--- config.mk ---
export PLATFORM = sky130hd
export DESIGN_NAME = ipv4_header_parser
export DESIGN_NICKNAME = d
export VERILOG_FILES = /design/src/ihp_pkg.sv /design/src/ipv4_header_parser.sv /design/src/ihp_skid.sv
export VERILOG_INCLUDE_DIRS = /design/src /design/src/src
export SDC_FILE = /design/constraint.sdc
export NUM_CORES = 1
export LEC_CHECK = 0
export BUFFER_PORTS_ARGS = -buffer_cell sky130_fd_sc_hd__buf_2
export CAP_MARGIN = 20
export CORE_MARGIN = 2
export CORE_UTILIZATION = 47
export DETAILED_ROUTE_END_ITERATION = 10
export PLACE_DENSITY = 0.65
export SLEW_MARGIN = 20
export SYNTH_ARGS = -nofsm -noshare
export SYNTH_HDL_FRONTEND = slang
export SYNTH_SLANG_ARGS = --single-unit
--- constraint.sdc ---
create_clock -name clk -period 11.2 [get_ports clk]
set_input_delay 0 -clock clk [delete_from_list [all_inputs] [get_ports clk]]
set_output_delay 0 -clock clk [all_outputs]
set_load 0.005 [all_outputs]
--- src/ipv4_header_parser_defines.svh ---
// assertion macros shared by the ipv4 header parser modules
// no dependencies; included by files that carry concurrent assertions
`ifndef IPV4_HEADER_PARSER_DEFINES_SVH
`define IPV4_HEADER_PARSER_DEFINES_SVH

// antecedent implies consequent in the same cycle
`define IHP_ASSERT_SAME(label, clk, rst_n, ante, cons, msg) \
  label: assert property (@(posedge clk) disable iff (!rst_n) (ante) |-> (cons)) \
    else $error(msg);

// antecedent implies consequent in the following cycle
`define IHP_ASSERT_NEXT(label, clk, rst_n, ante, cons, msg) \
  label: assert property (@(posedge clk) disable iff (!rst_n) (ante) |=> (cons)) \
    else $error(msg);

`endif

--- src/ihp_pkg.sv ---
// shared types, constants and helper functions of the ipv4 header parser
// no dependencies; imported by ihp_skid, ipv4_header_parser, ihp_checker and tb
package ihp_pkg;

  localparam int HEADER_BYTES = 20;
  localparam int POS_W        = 5;
  localparam int TDATA_W      = 144;

  typedef logic [POS_W-1:0] pos_t;

  localparam pos_t POS_FIRST     = pos_t'(0);
  localparam pos_t POS_LEN_LO    = pos_t'(3);
  localparam pos_t POS_ID_LO     = pos_t'(5);
  localparam pos_t POS_FRAG_LO   = pos_t'(7);
  localparam pos_t POS_TTL       = pos_t'(8);
  localparam pos_t POS_PROTO     = pos_t'(9);
  localparam pos_t POS_SRC_FIRST = pos_t'(12);
  localparam pos_t POS_SRC_LAST  = pos_t'(15);
  localparam pos_t POS_DST_FIRST = pos_t'(16);
  localparam pos_t POS_DST_LAST  = pos_t'(19);
  localparam pos_t POS_HDR_LAST  = pos_t'(HEADER_BYTES - 1);
  localparam pos_t POS_PAYLOAD   = pos_t'(HEADER_BYTES);

  localparam logic [3:0]  IHL_FIVE   = 4'h5;
  localparam logic [15:0] CKSUM_GOOD = 16'hFFFF;
  localparam logic [7:0]  PROTO_MAX  = 8'h8E;

  localparam logic KIND_HEADER  = 1'b0;
  localparam logic KIND_PAYLOAD = 1'b1;

  // first member sits in the high bits
  typedef struct packed {
    logic [3:0]  pad;
    logic [7:0]  payload_byte;
    logic [31:0] dst_addr;
    logic [31:0] src_addr;
    logic [1:0]  header_status;
    logic [7:0]  protocol;
    logic [7:0]  ttl;
    logic [15:0] frag_bytes;
    logic [1:0]  frag_flags;
    logic [15:0] ident;
    logic [15:0] pkt_length;
  } out_data_t;

  typedef struct packed {
    logic      kind;
    logic      last;
    out_data_t data;
  } out_item_t;

  function automatic logic [15:0] ones_add(input logic [15:0] a, input logic [15:0] b);
    logic [16:0] s;
    s = {1'b0, a} + {1'b0, b};
    return s[15:0] + {15'd0, s[16]};
  endfunction

  function automatic logic proto_known(input logic [7:0] p);
    logic known;
    known = (p <= PROTO_MAX) && !(p inside {8'h3D, 8'h3F, 8'h44, 8'h63, 8'h72, 8'h81});
    return known;
  endfunction

endpackage

--- src/ipv4_header_parser.sv ---
// ipv4 header parser top level: byte counter, checksum, header fields
// depends on ihp_pkg, ihp_skid and ipv4_header_parser_defines.svh
//
//  channel | ports                | contents
//  --------+----------------------+-----------------------------------------
//  input   | in_tvalid/tready     | tdata: data_byte; tlast: last byte
//  output  | out_tvalid/tready    | tdata: header record or payload byte;
//          |                      | tuser: kind; tlast: last_out
//
// one byte per cycle while in_tready is high; results are registered in the output stage
// header record is built in the cycle of byte 19 from the running checksum and field regs
// an output stall parks at most one result in the skid register and holds
// in_tready low while that skid register is full
// synchronous reset clears the byte counter and drop flag; no clearing pass
`include "ipv4_header_parser_defines.svh"

module ipv4_header_parser
  import ihp_pkg::*;
(
  input  logic               clk,
  input  logic               rst_n,
  input  logic               in_tvalid,
  output logic               in_tready,
  input  logic [7:0]         in_tdata,   // [7:0] data_byte
  input  logic               in_tlast,
  output logic               out_tvalid,
  input  logic               out_tready,
  // [15:0] pkt_length, [31:16] ident, [33:32] frag_flags, [49:34] frag_bytes,
  // [57:50] ttl, [65:58] protocol, [67:66] header_status, [99:68] src_addr,
  // [131:100] dst_addr, [139:132] payload_byte, [143:140] zero
  output logic [TDATA_W-1:0] out_tdata,
  output logic               out_tuser,  // [0] kind
  output logic               out_tlast
);

  pos_t        pos_r, pos_nxt;
  logic        dropping_r, dropping_nxt;
  logic [15:0] csum_r, csum_nxt;
  logic [7:0]  hold_r, hold_nxt;
  logic [15:0] len_r, len_nxt;
  logic [15:0] ident_r, ident_nxt;
  logic [15:0] frag_r, frag_nxt;
  logic [7:0]  ttl_r, ttl_nxt;
  logic [7:0]  proto_r, proto_nxt;
  logic [31:0] src_r, src_nxt;
  logic [31:0] dst_r, dst_nxt;

  logic        accept;
  logic        res_valid;
  out_item_t   res_item;
  out_item_t   m_item;
  logic [15:0] csum_base;
  logic [15:0] csum_sum;
  logic [15:0] word;

  assign accept    = in_tvalid && in_tready;
  assign word      = {hold_r, in_tdata};
  assign csum_base = (pos_r == POS_FIRST) ? 16'd0 : csum_r;
  assign csum_sum  = ones_add(csum_base, word);

  always_comb begin
    pos_nxt      = pos_r;
    dropping_nxt = dropping_r;
    csum_nxt     = csum_r;
    hold_nxt     = hold_r;
    len_nxt      = len_r;
    ident_nxt    = ident_r;
    frag_nxt     = frag_r;
    ttl_nxt      = ttl_r;
    proto_nxt    = proto_r;
    src_nxt      = src_r;
    dst_nxt      = dst_r;
    res_valid    = 1'b0;
    res_item     = '0;

    if (accept) begin
      if (dropping_r) begin
        if (in_tlast) begin
          dropping_nxt = 1'b0;
          pos_nxt      = POS_FIRST;
        end
      end else if (pos_r >= POS_PAYLOAD) begin
        res_valid                  = 1'b1;
        res_item.kind              = KIND_PAYLOAD;
        res_item.last              = in_tlast;
        res_item.data.payload_byte = in_tdata;
        pos_nxt                    = in_tlast ? POS_FIRST : POS_PAYLOAD;
      end else if (pos_r == POS_FIRST && in_tdata[3:0] != IHL_FIVE) begin
        csum_nxt     = 16'd0;
        dropping_nxt = !in_tlast;
        pos_nxt      = POS_FIRST;
      end else begin
        if (!pos_r[0]) begin
          hold_nxt = in_tdata;
          csum_nxt = csum_base;
        end else begin
          csum_nxt = csum_sum;
        end
        case (pos_r)
          POS_LEN_LO:  len_nxt   = word;
          POS_ID_LO:   ident_nxt = word;
          POS_FRAG_LO: frag_nxt  = word;
          POS_TTL:     ttl_nxt   = in_tdata;
          POS_PROTO:   proto_nxt = in_tdata;
          default: ;
        endcase
        if (pos_r inside {[POS_SRC_FIRST:POS_SRC_LAST]}) begin
          src_nxt = {src_r[23:0], in_tdata};
        end
        if (pos_r inside {[POS_DST_FIRST:POS_DST_LAST]}) begin
          dst_nxt = {dst_r[23:0], in_tdata};
        end

        if (pos_r == POS_HDR_LAST) begin
          res_valid                   = 1'b1;
          res_item.kind               = KIND_HEADER;
          res_item.data.pkt_length    = len_r;
          res_item.data.ident         = ident_r;
          res_item.data.frag_flags    = {frag_r[14], frag_r[13]};
          res_item.data.frag_bytes    = {frag_r[12:0], 3'b000};
          res_item.data.ttl           = ttl_r;
          res_item.data.protocol      = proto_r;
          res_item.data.header_status = {proto_known(proto_r), csum_sum == CKSUM_GOOD};
          res_item.data.src_addr      = src_r;
          res_item.data.dst_addr      = dst_nxt;
          pos_nxt                     = in_tlast ? POS_FIRST : POS_PAYLOAD;
        end else begin
          pos_nxt = in_tlast ? POS_FIRST : pos_r + pos_t'(1);
        end
      end
    end
  end

  always_ff @(posedge clk) begin
    if (!rst_n) begin
      pos_r      <= POS_FIRST;
      dropping_r <= 1'b0;
      csum_r     <= 16'd0;
      hold_r     <= 8'd0;
      len_r      <= 16'd0;
      ident_r    <= 16'd0;
      frag_r     <= 16'd0;
      ttl_r      <= 8'd0;
      proto_r    <= 8'd0;
      src_r      <= 32'd0;
      dst_r      <= 32'd0;
    end else begin
      pos_r      <= pos_nxt;
      dropping_r <= dropping_nxt;
      csum_r     <= csum_nxt;
      hold_r     <= hold_nxt;
      len_r      <= len_nxt;
      ident_r    <= ident_nxt;
      frag_r     <= frag_nxt;
      ttl_r      <= ttl_nxt;
      proto_r    <= proto_nxt;
      src_r      <= src_nxt;
      dst_r      <= dst_nxt;
    end
  end

  ihp_skid u_skid (
    .clk     (clk),
    .rst_n   (rst_n),
    .s_valid (res_valid),
    .s_ready (in_tready),
    .s_item  (res_item),
    .m_valid (out_tvalid),
    .m_ready (out_tready),
    .m_item  (m_item)
  );

  assign out_tdata = m_item.data;
  assign out_tuser = m_item.kind;
  assign out_tlast = m_item.last;

  `IHP_ASSERT_SAME(a_drop_at_start, clk, rst_n, dropping_r, pos_r == POS_FIRST,
    "drop flag set away from packet start")
  `IHP_ASSERT_SAME(a_pos_range, clk, rst_n, 1'b1, pos_r <= POS_PAYLOAD,
    "byte counter beyond payload position")
  `IHP_ASSERT_NEXT(a_result_shown, clk, rst_n, res_valid, out_tvalid,
    "result transfer not presented on output")

endmodule

--- src/ihp_skid.sv ---
// two-entry output stage: result register plus skid register
// depends on ihp_pkg and ipv4_header_parser_defines.svh
`include "ipv4_header_parser_defines.svh"

module ihp_skid
  import ihp_pkg::*;
(
  input  logic      clk,
  input  logic      rst_n,
  input  logic      s_valid,
  output logic      s_ready,
  input  out_item_t s_item,
  output logic      m_valid,
  input  logic      m_ready,
  output out_item_t m_item
);

  logic      out_valid_r;
  out_item_t out_item_r;
  logic      skid_valid_r;
  out_item_t skid_item_r;
  logic      drain;

  assign s_ready = !skid_valid_r;
  assign drain   = m_ready || !out_valid_r;

  always_ff @(posedge clk) begin
    if (!rst_n) begin
      out_valid_r  <= 1'b0;
      skid_valid_r <= 1'b0;
    end else if (drain) begin
      if (skid_valid_r) begin
        out_valid_r  <= 1'b1;
        skid_valid_r <= 1'b0;
      end else begin
        out_valid_r <= s_valid;
      end
    end else if (s_valid && s_ready) begin
      skid_valid_r <= 1'b1;
    end
  end

  always_ff @(posedge clk) begin
    if (drain) begin
      out_item_r <= skid_valid_r ? skid_item_r : s_item;
    end else if (s_valid && s_ready) begin
      skid_item_r <= s_item;
    end
  end

  assign m_valid = out_valid_r;
  assign m_item  = out_item_r;

  `IHP_ASSERT_SAME(a_skid_behind_out, clk, rst_n, skid_valid_r, out_valid_r,
    "skid entry held while output register empty")
  `IHP_ASSERT_NEXT(a_stall_fills_skid, clk, rst_n,
    s_valid && s_ready && out_valid_r && !m_ready, skid_valid_r,
    "stalled transfer not kept in skid register")
  `IHP_ASSERT_NEXT(a_skid_drains, clk, rst_n, skid_valid_r && m_ready, !skid_valid_r,
    "skid register not drained")

endmodule

==> flow_summary.toml, run 1 <==
[clock_tree]
cts_root_buffer = "clkbuf_16"
tritoncts = "yes"
ctsResizeCount = 0
clock_tree.buffer_depth = 3
cts_buffers = 44
ctsHoldBuffers = 13
path_clk_slew_ns = 0.06
cts.htree.levels = 2
clk_latency_ns = 0.57
post-cts-setup-buffers = 0
clock-sinks = 429

[die]
die_area_um2 = 40400
initial_core_util_pct = 47.5
io_pins = 161
die_w_um = 201
die_h_um = 201
core_um2 = 38500
row_count = 72

[drt]
dr.pass1.iters = 7
wirelength_um = 41200
wl_per_cell_um = 18.5
antenna_left = 0
dr.first_iter.drc_count = 976
vias_per_cell = 5.35
vias = 11900
drcViolationCount = 0

[critical_path]
cp_num_buf_inv = 2
worst-path-stages = 22
r2r_slack_ns = 5.57
slowest_stage = "or4_1"
cp-start-kind = "flop"
crit_required_ns = 11.55
crit_path_frequent_cell = "ha_1"
critPathTopFamily = "simple AND/OR/NAND/NOR gates"
crit_start = "pos_r[0]"
r2r-start = "pos_r[0]"
crit_type = "reg -> reg"
crit_fanout = 36
endpoint = "u_skid.skid_item_r[66]"
rr_worst_depth = 22
crit_arrival_ns = 5.98
regToRegEndpoint = "u_skid.skid_item_r[66]"
slowest_delay_ns = 0.54
setup.worst_path.end_class = "flop"
crit_chain = "inv_1, ha_1, or4b_1, buf_4, and2_1, ha_1, fa_1, a211oi_1, o31ai_1, a31oi_1, a21boi_1, nand4_1, nand3_1, a21o_1, a21o_1, ha_1, ha_1, xnor2_1, or4_1, nor2_1, nand4_1, nor4_1"

[synth]
synth_area_leaders = "edfxtp_1 46%, dfxtp_1 17%, a21o_1 6.1%, nand2_1 4.5%, and2_1 4.0%"
synth_edf_count = 278
async_flop_share_pct = 0
avgSynthCellArea_um2 = 11.8
synth_top_area_cell = "edfxtp_1"
synth-seq-cells = 429
synth.distinct_cells = 72
synthFlopType = "edfxtp_1"
ys_seq_area_share_pct = 62.3
yosysWarningCount = 0
synth_top_area_share_pct = 45.7
synth_area_um2 = 18300
syn_inst = 1549

[placement]
hpwl_um = 25600
gp_congestion = 0.841
io_buffers = 153
placedInstanceArea_um2 = 19400

[sta]
fin_skew_ns = 0.0241
fmax_ghz = 0.178
finalSetupViolations = 0
period_needed_ns = 5.63
maxSlewViolCount = 0
rsz0062_at_grt = "no"
setup_tns_ns = 0
worst_pin_slew_ns = 1.08
slew_headroom_pct = 28.2
finalCritPeriodShare_pct = 50.3
hold_viol_final = 0

[grt]
grt_pass1_wl_um = 65000
grt_usage_pct = 20.1
grt_max_degree = 119
grt-ovfl-total = 0
grt_pass1_vias = 11500
antenna_found_initial = 1

[job]
drv_cap = 0

[cells_and_area]
final_area_um2 = 20900
final_cell_mix = "278 x edfxtp_1, 219 x nand2_1, 152 x buf_2"
post_route_cells_drive_above_1_share_pct = 14.9
layout.nets = 1699
area_growth_pct = 14.5
final_common_cell = "edfxtp_1"

[power_and_ir_drop]
powerDensity_nw_per_um2 = 150
vdd.ir_drop.worst_mv = 0.0944
power.leakage_nw = 8.98

[hold_path]
holdCritPathClass = "in -> reg"

[run_status]
run_status = "complete, no violations"
[where the power goes]
part           leakage [nW]  internal (W)  switching (W)
logic                  4.42     0.0000196      0.0000380
clock network         0.673      0.000808       0.000607
registers              3.89       0.00166     0.00000140
total                  8.98       0.00249       0.000646
[sequential cells by signal, indices dropped and copies added (netlist names)]
name	count
ident_r	16
hold_r	8
dropping_r	1
u_skid.skid_valid_r	1
csum_r	16
len_r	16
pos_r	5
dst_r	24
ttl_r	8
u_skid.m_item	139
frag_r	15
u_skid.m_valid	1
proto_r	8
src_r	32
u_skid.skid_item_r	139
[cell type report]
cell class	count	area [um^2]
Multi-Input combinational cell	996	6420
Fill cell	3321	17500
Timing Repair Buffer	183	1030
Tap cell	518	648
Inverter	16	60.1
Sequential cell	429	11400
Clock inverter	24	224
Clock buffer	58	1160
Antenna cell	1	2.50
[worst min-delay path by stage]
stage                     to  slack, ns  cells after the start              start
6_report            src_r[4]       0.04                      3        in_tdata[4]
5_1_grt             src_r[4]       0.06                      3        in_tdata[4]
4_1_cts             src_r[4]      0.001                      3        in_tdata[4]
3_5_place_dp   out_tdata[40]       0.39                      1  u_skid.m_item[40]
3_3_place_gp      dropping_r       0.39                      4           in_tlast
2_1_floorplan     dropping_r       0.16                      3           in_tlast
[cell families after synthesis]
kind of cell             Yosys count  share of synthesized area (%)
buffers and inverters            130                           2.89
XOR/XNOR                          25                           1.24
multiplexers                      38                           2.08
adder cells (fa/ha/maj)           16                           1.14
other                              1                         0.0205
AND/OR/NAND/NOR                  548                           16.0
flip-flops                       429                           62.3
AO/OA/AOI/OAI                    362                           14.4
[per-layer routing]
metal	track usage, %	wire, um	vias to the layer above	part of all wire, %
li1	-	-	5805	-
met1	29.9	20300	5802	49
met2	30.8	18500	251	45
met3	2.75	1640	54	4.0
met4	5.50	815	0	2.0
met5	0	0	-	0
[worst min-delay path: stages]
cell and delay [ns]:
buf_2 0.32, nand2_1 0.14, a21boi_0 0.08
[cell usage after synthesis (all sizes together) (3+ instances only)]
| cell | n |
|---|---|
| a22oi | 11 |
| a21boi | 96 |
| o21ai | 31 |
| nor2 | 38 |
| a21o | 148 |
| nand2 | 219 |
| edfxtp | 278 |
| a21oi | 30 |
| clkbuf | 100 |
| o211ai | 7 |
| or3 | 7 |
| nand4b | 4 |
| and4 | 32 |
| nand4 | 16 |
| inv | 15 |
| nor4b | 3 |
| buf | 14 |
| a211oi | 8 |
| xor2 | 8 |
| ha | 15 |
| nor3 | 8 |
| a31o | 3 |
| a32oi | 3 |
| xnor2 | 17 |
| nor2b | 57 |
| and2 | 116 |
| and3 | 12 |
| dfxtp | 151 |
| o41ai | 3 |
| a31oi | 6 |
| mux2i | 38 |
| nor4 | 7 |
| nand3 | 15 |
[metrics by stage]
stage	utilization [%]	cells	setup WS, ns	power, W	hold slack, ns
after global routing	54.4	2224	5.23	0.00323	0.0577
after floorplan	-	1555	2.51	0.00173	0.162
after global placement	50.4	2129	5.77	0.00175	0.387
after detailed placement	50.4	2129	5.70	0.00175	0.390
final	54.4	2225	5.57	0.00314	0.0427
after CTS	54.4	2224	5.66	0.00317	0.00100
Power figures use the tool's default switching activity.
==> inputs of run 2 (changes only) <==
Clock period 11.2 ns to 5 ns, I/O delays scaled along.
==> run 2 against run 1 <==
Net effect: die area did not move; count of clock-buffer cells in the layout grew 1; setup slack got worse by 5.4 ns; highest routed layer unchanged.
==> flow_summary.toml, run 2 (synthesized netlist as in run 1, its figures left out) <==
[clock_tree]
clock-sinks = 429
clock_tree.buffer_depth = 3
cts_root_buffer = "clkbuf_16"
clk_latency_ns = 0.56
tritoncts = "yes"
path_clk_slew_ns = 0.07
cts.htree.levels = 2
cts_buffers = 44

[critical_path]
setup.worst_path.end_class = "flop"
crit_type = "reg -> reg"
critPathTopFamily = "simple AND/OR/NAND/NOR gates"
worst-path-stages = 21
crit_chain = "inv_4, ha_4, or4b_4, and2_4, ha_4, fa_2, a211oi_2, o31ai_1, a31oi_1, a21boi_2, nand4_1, nand3_1, a21o_1, a21o_1, ha_2, ha_4, nand2_1, or4_4, nor4_2, nand4_1, o21ai_1"
regToRegEndpoint = "u_skid.m_item[66]"
r2r_slack_ns = 0.16
crit_arrival_ns = 5.26
slowest_stage = "or4b_4"
slowest_delay_ns = 0.50
crit_required_ns = 5.42
cp-start-kind = "flop"
crit_fanout = 10
r2r-start = "pos_r[0]"
crit_path_frequent_cell = "ha_4"
rr_worst_depth = 21
cp_num_buf_inv = 1

[sta]
maxSlewViolCount = 0
whs_ns = 0.142
hold_viol_final = 0
fmax_ghz = 0.206
finalCritPeriodShare_pct = 96.9
period_needed_ns = 4.84
finalSetupViolations = 0
slew_headroom_pct = 27.7
worst_pin_slew_ns = 1.08
fin_skew_ns = 0.0243

[cells_and_area]
final_common_cell = "edfxtp_1"
area_growth_pct = 16.5
final_cell_mix = "278 x edfxtp_1, 219 x nand2_1, 152 x buf_2"
post_route_cells_drive_above_1_share_pct = 17.1
layout.nets = 1709
finish.utilization_pct = 55.3

[drt]
drt-met1-wl_um = 19700
wl_met2_um = 19300
wirelength_um = 41600
drcViolationCount = 0
antenna_left = 0
dr.max_layer_used = "met4"
vias_per_cell = 5.38
dr.first_iter.drc_count = 857
dr.pass1.iters = 5
wl_per_cell_um = 18.6
vias = 12000
wl_met3_um = 1850

[grt]
grt_pass1_wl_um = 65300
grt_max_degree = 110
antenna_found_initial = 1
grt_pass1_vias = 11600
grt_usage_pct = 20.2
grt-ovfl-total = 0

[run_status]
run_status = "complete, no violations"

[job]
drv_cap = 0

[power_and_ir_drop]
combPwrFrac_pct = 1.8
clockPowerShare_pct = 47.1
power.leakage_nw = 9.13
p_sw_w = 0.00147
p_int_w = 0.00583
powerDensity_nw_per_um2 = 343
seqPwrFrac_pct = 51.1
swShare_pct = 20.1
vdd.ir_drop.worst_mv = 0.213

[placement]
io_buffers = 153
hpwl_um = 26300
gp_congestion = 0.866

[die]
die_w_um = 201
core_um2 = 38500
initial_core_util_pct = 47.5
row_count = 72
die_area_um2 = 40400
die_h_um = 201
io_pins = 161

[hold_path]
min_path_cells = 4
holdCritPathClass = "in -> reg"
min_to = "u_skid.skid_item_r[145]"
min_from = "in_tvalid"
==> run 2: metrics by stage <==
stage | setup slack, ns | power [W] | instance area (um^2) | setup TNS, ns | instances
2_1_floorplan | -0.0465 | 0.00389 | 18400 | -0.0465 | 1555
3_3_place_gp | 0.192 | 0.00392 | 19500 | 0 | 2136
3_5_place_dp | 0.123 | 0.00393 | 19500 | 0 | 2136
4_1_cts | 0.0957 | 0.00736 | 21200 | 0 | 2230
5_1_grt | -0.0218 | 0.00749 | 21300 | -0.0427 | 2234
6_report | 0.157 | 0.00730 | 21300 | 0 | 2236
==> run 2: tightest hold or removal path: cells and delay by family <==
family        cells  cell delay (ns)
buf+inv           1             0.12
simple gates      3             0.41
==> run 2: worst max-delay path by stage <==
stage	from	end	slack [ns]
floorplan	pos_r[0]	u_skid.m_item[66]	-0.05
finish	pos_r[0]	u_skid.m_item[66]	0.16
detailed placement	pos_r[1]	u_skid.skid_item_r[66]	0.12
CTS	pos_r[1]	u_skid.skid_item_r[66]	0.1
global route	pos_r[0]	u_skid.skid_item_r[66]	-0.02
global placement	pos_r[1]	u_skid.m_item[66]	0.19
==> run 2: final cells by class <==
class | count | area, um^2
Clock inverter | 23 | 325
Timing Repair Buffer | 193 | 1120
Antenna cell | 2 | 5.00
Multi-Input combinational cell | 996 | 6540
Fill cell | 3286 | 17200
Clock buffer | 59 | 1200
Tap cell | 518 | 648
Inverter | 16 | 62.6
Sequential cell | 429 | 11400
==> run 2: what timing repair did <==
| action | in CTS | in global routing |
|---|---|---|
| hold buffers | 12 | 0 |
| endpoints found under the setup margin | 0 | 8 |
| setup buffers | 0 | 4 |
| resized for setup | 0 | 14 |
| hold endpoints to repair | 80 | 0 |
==> run 2: power groups by stage <==
stage,clock (W),combinational (W),sequential (W)
2_1_floorplan,0,0.0000818,0.00381
3_3_place_gp,0,0.000117,0.00381
3_5_place_dp,0,0.000119,0.00381
4_1_cts,0.00350,0.000127,0.00373
5_1_grt,0.00363,0.000138,0.00373
6_report,0.00344,0.000129,0.00373
==> run 2: layer usage <==
layer / track usage (%) / vias to the layer above
met5: 0 / -
met4: 5.50 / 0
met3: 3.26 / 54
met2: 31.7 / 268
met1: 29.3 / 5895
li1: - / 5818
